<file path="src/rtl/tic_pkg.sv">
// tic_pkg: shared types and codes for the Thumb instruction classifier.
// Query kinds, decode form codes and the pipeline stage records.
// No dependencies; every rtl file imports this package.
package tic_pkg;

    localparam int HalfWidth = 16;
    localparam int ImmWidth  = 32;
    localparam int RegWidth  = 4;
    localparam int OpWidth   = 5;

    // Query kind carried with each input word
    typedef enum logic [OpWidth-1:0] {
        OP_ADD_REG  = 5'd0,
        OP_MOV_IMM  = 5'd1,
        OP_MOVT     = 5'd2,
        OP_LDR_IMM  = 5'd3,
        OP_LDR_LIT  = 5'd4,
        OP_LDR_W    = 5'd5,
        OP_ADR      = 5'd6,
        OP_PUSH     = 5'd7,
        OP_POP      = 5'd8,
        OP_PUSH_W   = 5'd9,
        OP_POP_W    = 5'd10,
        OP_TST_W    = 5'd11,
        OP_BL       = 5'd12,
        OP_B32      = 5'd13,
        OP_B16      = 5'd14,
        OP_BNE_W    = 5'd15,
        OP_BEQ_W    = 5'd16,
        OP_ORR_W    = 5'd17,
        OP_STR_W    = 5'd18,
        OP_ADD_W    = 5'd19,
        OP_IS_32BIT = 5'd20
    } opcode_t;

    // Field layout of a matched encoding; FORM_NONE means no match
    typedef enum logic [4:0] {
        FORM_NONE,
        FORM_FLAG,        // matched, no fields
        FORM_ADD_LOW,     // rd = a[2:0], rs = a[8:6]
        FORM_ADD_HIGH,    // rd = {a[7], a[2:0]}, rs = a[6:3]
        FORM_ADD_REG_W,   // rd = b[11:8], rs = b[3:0]
        FORM_RD8_IMM8,    // rd = a[10:8], imm = a[7:0]
        FORM_MOV_W,       // rd = b[11:8], imm = expanded imm12
        FORM_IMM16,       // rd = b[11:8], imm = imm4:i:imm3:imm8
        FORM_LDR_IMM,     // rd = a[2:0], imm = a[10:6] * 4
        FORM_IMM12_B,     // imm = b[11:0]
        FORM_IMM8_B,      // imm = b[7:0]
        FORM_BL,          // imm = sign-extended BL offset
        FORM_BR32,        // imm = imm6:imm11
        FORM_BR16_U,      // imm = a[10:0]
        FORM_IMM8_A,      // imm = a[7:0]
        FORM_RRI,         // rd = b[11:8], rs = a[3:0], imm = b[7:0]
        FORM_STR_W        // rd = b[15:12], rs = a[3:0], imm = b[11:0]
    } form_t;

    // Stage 1 record: decoded form plus the raw halfwords
    typedef struct packed {
        form_t                 form;
        logic [HalfWidth-1:0]  first_halfword;
        logic [HalfWidth-1:0]  second_halfword;
    } dec_t;

    // Stage 2 record: fields extracted, immediate not yet expanded
    typedef struct packed {
        logic                 matched;
        logic                 expand;
        logic [RegWidth-1:0]  reg_dest;
        logic [RegWidth-1:0]  reg_src;
        logic [ImmWidth-1:0]  imm_value;
    } fld_t;

    // Stage 3 record: final result word
    typedef struct packed {
        logic [ImmWidth-1:0]  imm_value;
        logic [RegWidth-1:0]  reg_src;
        logic [RegWidth-1:0]  reg_dest;
        logic                 matched;
    } res_t;

endpackage

</file>
<file path="src/rtl/tic_match.sv">
// tic_match: mask tests of one halfword pair against the queried kind.
// Produces a form code for the field extractor. Depends on tic_pkg.
module tic_match
    import tic_pkg::*;
(
    input  logic [HalfWidth-1:0] first_halfword,
    input  logic [HalfWidth-1:0] second_halfword,
    input  logic [OpWidth-1:0]   opcode,
    output form_t                form
);

    logic [HalfWidth-1:0] a;
    logic [HalfWidth-1:0] b;
    logic                 is_bl;
    logic                 b15;

    assign a   = first_halfword;
    assign b   = second_halfword;
    assign b15 = b[15];
    assign is_bl = (a[15:11] == 5'h1E) &&
                   (((b & 16'hD000) == 16'hD000) || ((b & 16'hD001) == 16'hC000));

    always_comb
    begin
        form = FORM_NONE;
        case (opcode)
            OP_ADD_REG:
            begin
                if ((a & 16'hFE00) == 16'h1800)
                    form = FORM_ADD_LOW;
                else if ((a & 16'hFF00) == 16'h4400)
                    form = FORM_ADD_HIGH;
                else if ((a & 16'hFFE0) == 16'hEB00)
                    form = FORM_ADD_REG_W;
            end
            OP_MOV_IMM:
            begin
                if ((a & 16'hF800) == 16'h2000)
                    form = FORM_RD8_IMM8;
                else if ((a & 16'hFBEF) == 16'hF04F && !b15)
                    form = FORM_MOV_W;
                else if ((a & 16'hFBF0) == 16'hF240 && !b15)
                    form = FORM_IMM16;
            end
            OP_MOVT:
                if ((a & 16'hFBF0) == 16'hF2C0 && !b15)
                    form = FORM_IMM16;
            OP_LDR_IMM:
                if (a[15:12] == 4'h6 && a[11])
                    form = FORM_LDR_IMM;
            OP_LDR_LIT:
                if (a[15:11] == 5'h09)
                    form = FORM_RD8_IMM8;
            OP_LDR_W:
                if ((a & 16'hF8D0) == 16'hF8D0)
                    form = FORM_IMM12_B;
            OP_ADR:
                if ((a & 16'hA000) == 16'hA000)
                    form = FORM_RD8_IMM8;
            OP_PUSH:
                if ((a & 16'hB400) == 16'hB400)
                    form = FORM_FLAG;
            OP_POP:
                if (a[15:9] == 7'h5E)
                    form = FORM_FLAG;
            OP_PUSH_W:
                if (a == 16'hE92D)
                    form = FORM_FLAG;
            OP_POP_W:
                if (a == 16'hE8BD)
                    form = FORM_FLAG;
            OP_TST_W:
                // bit 10 of the first halfword is a don't-care here
                if (!is_bl && ((a[15:5] & ~11'h020) == 11'h780))
                    form = FORM_IMM8_B;
            OP_BL:
                if (is_bl)
                    form = FORM_BL;
            OP_B32:
                if (a[15:11] == 5'h1E && b15)
                    form = FORM_BR32;
            OP_B16:
            begin
                if (a[15:11] == 5'h1C)
                    form = FORM_BR16_U;
                else if (a[15:12] == 4'hD)
                    form = FORM_IMM8_A;
            end
            OP_BNE_W:
                if ((a[15:6] & 10'h3C1) == 10'h3C1 && b15)
                    form = FORM_BR32;
            OP_BEQ_W:
                if ((a[15:6] & 10'h3C0) == 10'h3C0 && b15)
                    form = FORM_BR32;
            OP_ORR_W:
                if ((a[15:5] & 11'h782) == 11'h782 && !b15)
                    form = FORM_RRI;
            OP_STR_W:
                if (a[15:4] == 12'hF8C)
                    form = FORM_STR_W;
            OP_ADD_W:
                if (((a[15:5] & ~11'h020) == 11'h788) && !b15)
                    form = FORM_RRI;
            OP_IS_32BIT:
                if (a[15:13] == 3'b111 && a[12:11] != 2'b00)
                    form = FORM_FLAG;
            default:
                form = FORM_NONE;
        endcase
    end

endmodule

</file>
<file path="src/rtl/tic_fields.sv">
// tic_fields: register and immediate extraction for a decoded form.
// The MOV.W immediate leaves here raw, flagged for expansion. Depends on tic_pkg.
module tic_fields
    import tic_pkg::*;
(
    input  dec_t dec,
    output fld_t fld
);

    logic [HalfWidth-1:0] a;
    logic [HalfWidth-1:0] b;
    logic                 s;
    logic                 i1;
    logic                 i2;

    assign a  = dec.first_halfword;
    assign b  = dec.second_halfword;
    assign s  = a[10];
    assign i1 = ~(b[13] ^ s);
    assign i2 = ~(b[11] ^ s);

    always_comb
    begin
        fld = '0;
        fld.matched = (dec.form != FORM_NONE);
        case (dec.form)
            FORM_ADD_LOW:
            begin
                fld.reg_dest = {1'b0, a[2:0]};
                fld.reg_src  = {1'b0, a[8:6]};
            end
            FORM_ADD_HIGH:
            begin
                fld.reg_dest = {a[7], a[2:0]};
                fld.reg_src  = a[6:3];
            end
            FORM_ADD_REG_W:
            begin
                fld.reg_dest = b[11:8];
                fld.reg_src  = b[3:0];
            end
            FORM_RD8_IMM8:
            begin
                fld.reg_dest  = {1'b0, a[10:8]};
                fld.imm_value = {24'd0, a[7:0]};
            end
            FORM_MOV_W:
            begin
                fld.reg_dest  = b[11:8];
                fld.expand    = 1'b1;
                fld.imm_value = {20'd0, a[10], b[14:12], b[7:0]};
            end
            FORM_IMM16:
            begin
                fld.reg_dest  = b[11:8];
                fld.imm_value = {16'd0, a[3:0], a[10], b[14:12], b[7:0]};
            end
            FORM_LDR_IMM:
            begin
                fld.reg_dest  = {1'b0, a[2:0]};
                fld.imm_value = {25'd0, a[10:6], 2'b00};
            end
            FORM_IMM12_B:
                fld.imm_value = {20'd0, b[11:0]};
            FORM_IMM8_B:
                fld.imm_value = {24'd0, b[7:0]};
            FORM_BL:
                fld.imm_value = {{8{s}}, i1, i2, a[9:0], b[10:0], 1'b0};
            FORM_BR32:
                fld.imm_value = {15'd0, a[5:0], b[10:0]};
            FORM_BR16_U:
                fld.imm_value = {21'd0, a[10:0]};
            FORM_IMM8_A:
                fld.imm_value = {24'd0, a[7:0]};
            FORM_RRI:
            begin
                fld.reg_dest  = b[11:8];
                fld.reg_src   = a[3:0];
                fld.imm_value = {24'd0, b[7:0]};
            end
            FORM_STR_W:
            begin
                fld.reg_dest  = b[15:12];
                fld.reg_src   = a[3:0];
                fld.imm_value = {20'd0, b[11:0]};
            end
            default:
                fld.imm_value = '0;
        endcase
    end

endmodule

</file>
<file path="src/rtl/tic_expand.sv">
// tic_expand: modified-immediate expansion (replicate or rotate) of a
// 12-bit MOV.W constant; other immediates pass. Depends on tic_pkg.
module tic_expand
    import tic_pkg::*;
(
    input  fld_t fld,
    output res_t res
);

    logic [11:0]           imm12;
    logic [7:0]            byte_val;
    logic [ImmWidth-1:0]   rot_val;
    logic [4:0]            rot_amt;
    logic [2*ImmWidth-1:0] rot_pair;
    logic [ImmWidth-1:0]   expanded;

    assign imm12    = fld.imm_value[11:0];
    assign byte_val = imm12[7:0];
    assign rot_amt  = imm12[11:7];
    assign rot_val  = {24'd0, 1'b1, imm12[6:0]};
    assign rot_pair = {rot_val, rot_val} >> rot_amt;

    always_comb
    begin
        if (imm12[11:10] == 2'b00)
        begin
            case (imm12[9:8])
                2'd0:    expanded = {24'd0, byte_val};
                2'd1:    expanded = {8'd0, byte_val, 8'd0, byte_val};
                2'd2:    expanded = {byte_val, 8'd0, byte_val, 8'd0};
                default: expanded = {byte_val, byte_val, byte_val, byte_val};
            endcase
        end
        else
        begin
            // rotate right of 1:imm7 by imm12[11:7]
            expanded = rot_pair[ImmWidth-1:0];
        end
    end

    always_comb
    begin
        res.matched   = fld.matched;
        res.reg_dest  = fld.reg_dest;
        res.reg_src   = fld.reg_src;
        res.imm_value = fld.expand ? expanded : fld.imm_value;
    end

endmodule

</file>
<file path="src/rtl/thumb_instruction_classifier.sv">
// thumb_instruction_classifier: top level, three-stage classify pipeline.
// Instantiates tic_match, tic_fields and tic_expand; depends on tic_pkg.
//
//  channel  | dir | tdata fields (lowest bit up)
//  ---------+-----+-------------------------------------------------------
//  s_*      | in  | first_halfword[15:0] second_halfword[31:16] opcode[36:32]
//  m_*      | out | matched[0] reg_dest[4:1] reg_src[8:5] imm_value[40:9]
//
// One word enters per cycle while s_tready is high; a result reaches m_* once
// its word has passed match, field extract and immediate expand, one register each.
// Reset clears the three stage valid bits; payload registers hold junk.
// Each stage advances when it is empty or the stage after it advances, so
// a stall on m_tready fills bubbles first and never drops or repeats.
module thumb_instruction_classifier
    import tic_pkg::*;
(
    input  logic        clk,
    input  logic        rst_n,
    input  logic        s_tvalid,
    output logic        s_tready,
    input  logic [39:0] s_tdata,   // first_halfword, second_halfword, opcode, zero pad
    output logic        m_tvalid,
    input  logic        m_tready,
    output logic [47:0] m_tdata    // matched, reg_dest, reg_src, imm_value, zero pad
);

    // Stage valid bits and payload
    logic v1_reg, v2_reg, v3_reg;
    logic v1_next, v2_next, v3_next;
    dec_t s1_reg, s1_next;
    fld_t s2_reg, s2_next;
    res_t s3_reg, s3_next;

    logic en1, en2, en3;

    form_t form;
    fld_t  fld;
    res_t  res;

    // Advance enables: a stage moves when empty or when its successor moves
    assign en3 = !v3_reg || m_tready;
    assign en2 = !v2_reg || en3;
    assign en1 = !v1_reg || en2;

    assign s_tready = en1;

    // Stage 1: mask tests against the queried kind
    tic_match u_match (
        .first_halfword  (s_tdata[15:0]),
        .second_halfword (s_tdata[31:16]),
        .opcode          (s_tdata[36:32]),
        .form            (form)
    );

    // Stage 2: register and raw immediate extraction
    tic_fields u_fields (
        .dec (s1_reg),
        .fld (fld)
    );

    // Stage 3: modified-immediate expansion
    tic_expand u_expand (
        .fld (s2_reg),
        .res (res)
    );

    always_comb
    begin
        v1_next = en1 ? s_tvalid : v1_reg;
        v2_next = en2 ? v1_reg   : v2_reg;
        v3_next = en3 ? v2_reg   : v3_reg;

        // hold payload unless the stage advances with a live word
        s1_next = s1_reg;
        if (en1 && s_tvalid)
        begin
            s1_next.form            = form;
            s1_next.first_halfword  = s_tdata[15:0];
            s1_next.second_halfword = s_tdata[31:16];
        end

        s2_next = (en2 && v1_reg) ? fld : s2_reg;
        s3_next = (en3 && v2_reg) ? res : s3_reg;
    end

    always_ff @(posedge clk or negedge rst_n)
    begin
        if (!rst_n)
        begin
            v1_reg <= 1'b0;
            v2_reg <= 1'b0;
            v3_reg <= 1'b0;
        end
        else
        begin
            v1_reg <= v1_next;
            v2_reg <= v2_next;
            v3_reg <= v3_next;
        end
    end

    always_ff @(posedge clk)
    begin
        s1_reg <= s1_next;
        s2_reg <= s2_next;
        s3_reg <= s3_next;
    end

    assign m_tvalid = v3_reg;
    assign m_tdata  = {7'd0, s3_reg.imm_value, s3_reg.reg_src, s3_reg.reg_dest,
                       s3_reg.matched};

endmodule

</file>
<file path="config.mk">
export PLATFORM = sky130hd
export DESIGN_NAME = thumb_instruction_classifier
export DESIGN_NICKNAME = d
export VERILOG_FILES = /design/src/rtl/tic_pkg.sv /design/src/rtl/tic_match.sv /design/src/rtl/tic_fields.sv /design/src/rtl/tic_expand.sv /design/src/rtl/thumb_instruction_classifier.sv
export SDC_FILE = /design/constraint.sdc
export NUM_CORES = 1
export LEC_CHECK = 0
export BUFFER_PORTS_ARGS = -buffer_cell sky130_fd_sc_hd__buf_2
export CORE_MARGIN = 5
export CORE_UTILIZATION = 55
export CTS_CLUSTER_DIAMETER = 40
export CTS_CLUSTER_SIZE = 25
export DETAILED_ROUTE_END_ITERATION = 6
export PLACE_DENSITY = 0.86
export SYNTH_ARGS = -nofsm -noshare
export SYNTH_HDL_FRONTEND = slang
export SYNTH_SLANG_ARGS = --single-unit
</file>
<file path="constraint.sdc">
create_clock -name clk -period 3.2 [get_ports clk]
set_clock_uncertainty 0.15 [all_clocks]
set_input_delay 0.16 -clock clk [delete_from_list [all_inputs] [get_ports clk]]
set_output_delay 0.16 -clock clk [all_outputs]
set_load 0.02 [all_outputs]
</file>
==> results of run 1 <==
through the flow:
stage	setup WS, ns	cell area (um2)	hold slack [ns]	total power [uW]	instances
final	0.626	7000	0.161	3340	787
after CTS	0.670	7000	0.144	3350	787
after global placement	0.721	6500	-0.195	2540	739
after detailed placement	0.697	6500	-0.190	2550	739
after global routing	0.453	7000	0.202	3480	787
after floorplan	0.977	6100	-0.286	2340	554
power groups by stage:
stage	Sequential [uW]	Combinational, uW	Clock (uW)
finish	1900	660	784
floorplan	1950	394	0
global route	1910	715	855
CTS	1900	655	795
detailed placement	1930	623	0
global placement	1920	615	0
metal layers:
metal | share of wire | up-vias | wire length, um
met4 | 0.032 | 0 | 480
met1 | 0.40 | 2303 | 6070
met2 | 0.47 | 267 | 7110
li1 | - | 2294 | -
met3 | 0.093 | 42 | 1400
met5 | 0 | - | 0
cells by family after synthesis:
group | count (synthesis) | synth area share
other | 1 | 0.000617
AND/OR/NAND/NOR | 220 | 0.199
XOR/XNOR | 4 | 0.00577
buffers and inverters | 59 | 0.0490
multiplexers | 19 | 0.0373
flip-flops | 111 | 0.546
AO/OA/AOI/OAI | 134 | 0.162
cells in the final DEF (no fill, tap or decap), types with 8 or more instances in the layout:
cell type        n
o21ai_0         14
a22o_1          17
nand3_1         14
clkbuf_8         9
nand2_1         51
a221o_1         11
nand2b_1        11
or3_1            8
nor2_1          43
inv_1           11
a21oi_1         20
a22oi_1         10
nand4_1          9
nor3b_1         12
nor2b_1          8
buf_4            9
dlygate4sd3_1   32
nor3_1          10
edfxtp_1       108
a31oi_1         12
mux2i_1         11
buf_2           83
and2_1           8
worst paths after layout:
kind                             start          end  slack, ns  depth (start not counted)
max                          s2_reg[7]  m_tdata[25]       0.63                          5
min                        s_tdata[35]   s1_reg[36]       0.16                          4
max reg2reg                  s2_reg[7]  m_tdata[25]       0.63                          5
min reg2reg                 s2_reg[41]   m_tdata[0]       0.27                          0
max in group asynchronous        rst_n     m_tvalid       2.22                          3
min in group asynchronous        rst_n       v1_reg       0.53                          3
layout make-up:
cell class / instances / area [um2]
clock buffers: 11 / 131
repair buffers: 124 / 803
clock inverters: 5 / 42.5
well taps: 140 / 175
multi-input cells: 384 / 2480
inverters: 12 / 45.0
fillers: 863 / 3840
flip-flops and latches: 111 / 3320
worst reg2reg max path, delay by kind of cell, from the launching register on:
family / cells / cell delay [ns]
compound gates: 2 / 0.44
flops: 1 / 0.87
mux: 3 / 0.89
timing repair:
item,4_1_cts,5_1_grt
endpoints found under the hold margin,33,0
setup endpoints to repair,0,0
resized for setup,0,0
hold buffers,32,0
==> reports/results.txt, run 1 <==
global routing's busiest layer: met2
Synth top cells by count: edfxtp_1, nand2_1, nor2_1, a21oi_1, clkbuf_1
Setup crit end kind: flop
max incr delay on CP: 0.87 ns
Rel. slew slack: 0.389
Sw Ratio: 0.306
critical path, cell by cell: mux2i_1, mux2i_1, a21oi_1, a211oi_1, mux2_2
clock sink total: 111
largest net degree at the start of global routing: 42
HPWL after DPL: 10900 um
sw power: 1020 uW
Least-Margin Pin Slew: 0.916 ns
via/cell ratio: 6.23
Initial Util: 0.560
ranking of synthesized cells by area: edfxtp_1, nand2_1, nor2_1
GRT met3 Usage: 0.0495
Die Area: 0.0132 mm2
Clock transition at path regs: 0.11 ns
grt ovf: 0
Crit-path slowest cell: edfxtp_1
met2 Use GR: 0.363
P per Cell Area: 478 mW/mm2
layout cells sized above 1: 0.196
RSZ-0062 raised after global routing: false
Synth area leader: edfxtp_1
buffers and inverters on the worst path: 0
Clock Latency Late Sink: 0.39 ns
status: complete, no violations
Inserted Clock Buffers: 9
Mapped Avg Cell Area: 11.1 um2
Top delay family on crit path: multiplexers
first-pass GRT wire length: 23900 um
Achievable Freq: 388 MHz
Setup Buffers After CTS: 0
Mapped Area: 0.00607 mm2
CTS Buffer Depth: 2
Synth async-reset ratio: 0.0270
DRC: 0
critical path's most frequent cell: mux2i_1
Worst Setup Path Type: flop to flop
Critical Path RT: 3.20 ns
PortBufs: 83
Setup TNS: 0 ns
Seq/Total Area, Yosys: 0.546
DIE WIDTH: 115 um
initial antenna violation count: 0
period utilization: 0.804
All-Layer GR Usage: 0.231
Die Y: 115 um
count leader, synth: edfxtp_1
EDFF count, synth: 108
cell internal pwr: 2320 uW
Setup-failing EPs final: 0
Final Slew Violations: 0
max reg flops: 41
ANT cells: 0
share of the synthesized area in the top cell type: 0.534
Routed WL per cell: 19.1 um
Seq cells post-synth: 111
Detail Route Antenna Nets: 0
Pleak: 0.00254 uW
fin nets: 686
Comb power frac: 0.197
num rows: 38
Post-Synthesis Cells: 548
final wirelength: 15000 um
Max Fanout on Critical Path: 18
Synth cell types: 71
MaxCap Viol Count: 0
synth warn: 0
Reg power frac: 0.568
final hold vios: 0
CTS tree: yes
VDD IR max: 0.265 mV
clock power share: 0.235
Vias: 4906
CORE AREA: 0.0108 mm2
drt pass-1 iters: 5
vias in the first global route: 4588
worst min path class: input pin to flop
Placer Congestion: 0.987
Min Clock Period, post-route: 2.57 ns
startpoint types: flop
fin util: 0.645
synthesis-to-layout area growth: 15.2%
H-tree depth: 3
Most used DFF post-synth: edfxtp_1
met1 Usage GRT: 0.313
Root Driver: clkbuf_8
Ports: 94
1st-iter DRT viols: 408
WP data arrival: 2.57 ns
Power figures use the tool's default switching activity.
==> run 2, diff against run 1 <==
--- a/config.mk
+++ b/config.mk
@@ -5,6 +5,7 @@
 export SDC_FILE = /design/constraint.sdc
 export NUM_CORES = 1
 export LEC_CHECK = 0
+export ABC_AREA = 1
 export BUFFER_PORTS_ARGS = -buffer_cell sky130_fd_sc_hd__buf_2
 export CORE_MARGIN = 5
 export CORE_UTILIZATION = 55
==> constraint.sdc (replaced) <==
create_clock -name clk -period 2.68 [get_ports clk]
set_clock_uncertainty 0.15 [all_clocks]
set_input_delay 0.134 -clock clk [delete_from_list [all_inputs] [get_ports clk]]
set_output_delay 0.134 -clock clk [all_outputs]
set_load 0.02 [all_outputs]
==> reports/results.txt, run 2 <==
Synth top cells by count: nand2_1, edfxtp_1, nor2_1, inv_1, nand3_1
Hold Path Depth: 4 (unchanged)
drt pass-1 iters: 6 (+1)
Clock transition at path regs: 0.11 ns (about the same)
design area: 0.00704 mm2 (+0.61%)
HPWL after DPL: 12500 um (+15%)
dpl cell area: 0.00653 mm2 (+0.42%)
Setup crit end kind: flop
Most used DFF post-synth: edfxtp_1
ranking of synthesized cells by area: edfxtp_1, nand2_1, nor2_1
reg2reg path depth: 8 (+3)
Initial Util: 0.558 (-0.00214)
Synth Area in Adders: 0 (unchanged)
synthesis-to-layout area growth: 17.4%
initial antenna violation count: 0 (unchanged)
Setup-failing EPs final: 0 (unchanged)
DP Cell Count: 903 (+22%)
final hold vios: 0 (unchanged)
Least-Margin Pin Slew: 0.617 ns (-0.299 ns)
fin util: 0.655 (+0.00967)
Hold Crit Start: s_tdata[32]
WP data arrival: 2.26 ns (-0.31 ns)
status: complete, no violations
share of the synthesized area in the top cell type: 0.541 (+0.00680)
most frequent cells in the layout: nand2_1, edfxtp_1, nor2_1
largest net degree at the start of global routing: 42 (unchanged)
Placer Congestion: 0.951 (-3.6%)
VDD IR max: 0.404 mV (+52%)
Reg-to-Reg Start: s2_reg[7]
Synth Area in Compound Gates: 0.108 (-0.0543)
layout cells sized above 1: 0.159 (-0.0370)
via/cell ratio: 5.66 (-9.3%)
RSZ-0062 raised after global routing: false
period utilization: 0.800 (-0.00461)
Synth async-reset ratio: 0.0270 (unchanged)
Seq/Total Area, Yosys: 0.553 (+0.00695)
P per Cell Area: 696 mW/mm2 (+46%)
H-tree depth: 3 (unchanged)
Pleak: 0.00301 uW (+18%)
Die Area: 0.0131 mm2 (-1.1%)
Setup Buffers After CTS: 0 (unchanged)
final wirelength: 16500 um (+9.7%)
first-pass GRT wire length: 26200 um (+9.5%)
Worst Setup Path Type: flop to flop
Synth cell types: 34 (-52%)
Final Slew Violations: 0 (unchanged)
fin nets: 849 (+24%)
Max Fanout on Critical Path: 20 (+2)
PortBufs: 83 (unchanged)
commonest non-fill, non-tap cell in the layout: nand2_1
Filler cells: 914 (+5.9%)
Layout Cells excl Fill: 950 (+21%)
All-Layer GR Usage: 0.258 (+0.0271)
Routed WL per cell: 17.4 um (-9.1%)
Die Y: 114 um (-0.57%)
Mapped Area: 0.00600 mm2 (-1.3%)
Root Driver: clkbuf_8
mux share of post-synthesis cell area: 0 (-0.0373)
MaxCap Viol Count: 0 (unchanged)
CTS tree: yes
Clock Latency Late Sink: 0.39 ns (about the same)
Min Clock Period, post-route: 2.14 ns (-0.431 ns)
DIE WIDTH: 114 um (-0.57%)
grt ovf: 0 (unchanged)
worst min path class: input pin to flop
Rel. slew slack: 0.587 (+0.198)
simple-gate share of the synthesized area: 0.253 (+0.0547)
Seq cells post-synth: 111 (unchanged)
crit path launch: s2_reg[7]
ANT cells: 0 (unchanged)
Mapped Avg Cell Area: 8.72 um2 (-21%)
Detail Route Antenna Nets: 0 (unchanged)
Inserted Clock Buffers: 9 (unchanged)
startpoint types: flop
post-synthesis xor/xnor area fraction: 0 (-0.00577)
EDFF count, synth: 108 (unchanged)
CTS resizes: 0 (unchanged)
clock sink total: 111 (unchanged)
CTS Buffer Depth: 2 (unchanged)
vias in the first global route: 5188 (+13%)
hold_buf cts: 31 (-3.1%)
Ports: 94 (unchanged)
largest family of logic cells by synthesized area: simple AND/OR/NAND/NOR gates
DRC: 0 (unchanged)
Synth area leader: edfxtp_1
Achievable Freq: 467 MHz (+20%)
max reg flops: 41 (unchanged)
Post-Synthesis Cells: 688 (+26%)
synth warn: 0 (unchanged)
num rows: 38 (unchanged)
CORE AREA: 0.0107 mm2 (-0.88%)
Critical Path RT: 2.80 ns (-0.40 ns)
Vias: 5374 (+9.5%)
1st-iter DRT viols: 407 (-0.25%)
count leader, synth: nand2_1
Setup TNS: 0 ns (unchanged)
run 2: changes by cell type after synthesis, sizes merged, moves of 17 or more:
cell	delta
clkbuf	-19
nand3	+46
a22o	-17
nand2	+96
o21ai	+28
inv	+82
nor2	+63
run 2: where the power goes:
group | internal, uW | leakage [uW] | switching, uW | total [uW]
Combinational | 404 | 0.00182 | 1020 | 1430
Sequential | 2330 | 0.00109 | 148 | 2480
Clock | 369 | 0.000102 | 626 | 995
run 2: area by class of cell:
class	count	area, um2	area share
tap	140	175	0.0249
timing repair buffer	123	793	0.113
sequential	111	3320	0.471
clock buffer	9	124	0.0176
clock inverter	7	75.1	0.0107
multi-input combinational	467	2200	0.313
inverter	93	349	0.0496
run 2: metrics by stage:
| step | hold WS, ns | setup WS, ns | total power [uW] |
|---|---|---|---|
| 2_1_floorplan | -0.312 | 0.465 | 3420 |
| 3_3_place_gp | -0.219 | 0.619 | 3870 |
| 3_5_place_dp | -0.215 | 0.602 | 3900 |
| 4_1_cts | 0.0921 | 0.582 | 4910 |
| 5_1_grt | 0.127 | 0.441 | 5140 |
| 6_report | 0.104 | 0.537 | 4900 |
run 2: final timing paths:
kind	to	slack, ns
min in group asynchronous	m_tvalid	0.46
setup reg to reg	m_tdata[21]	0.54
setup / recovery	m_tdata[21]	0.54
hold / removal	s1_reg[36]	0.10
hold reg to reg	m_tdata[2]	0.27
max in group asynchronous	v2_reg	1.77
run 2: logic make-up after synthesis:
logic type / Yosys count
DFF: 111
other: 1
buffers and inverters: 116
and+or+nand+nor: 351
AOI/OAI and AO/OA: 109
run 2: worst max-delay path, cell delays in order, from the launching register on:
cell      delay, ns
edfxtp_1       0.74
inv_1          0.29
nand3_1        0.15
o21ai_0        0.09
nor2_1         0.32
nand2_1        0.10
nand3_1        0.09
o21ai_1        0.07
inv_1          0.06
run 2: metal layers:
layer  track usage  vias up  routed length [um]
met1         0.304     2477                6270
met3        0.0349       51                1000
met4         0.130        0                 623
li1              -     2571                   -
met5             0        -                   0
met2         0.460      275                8620
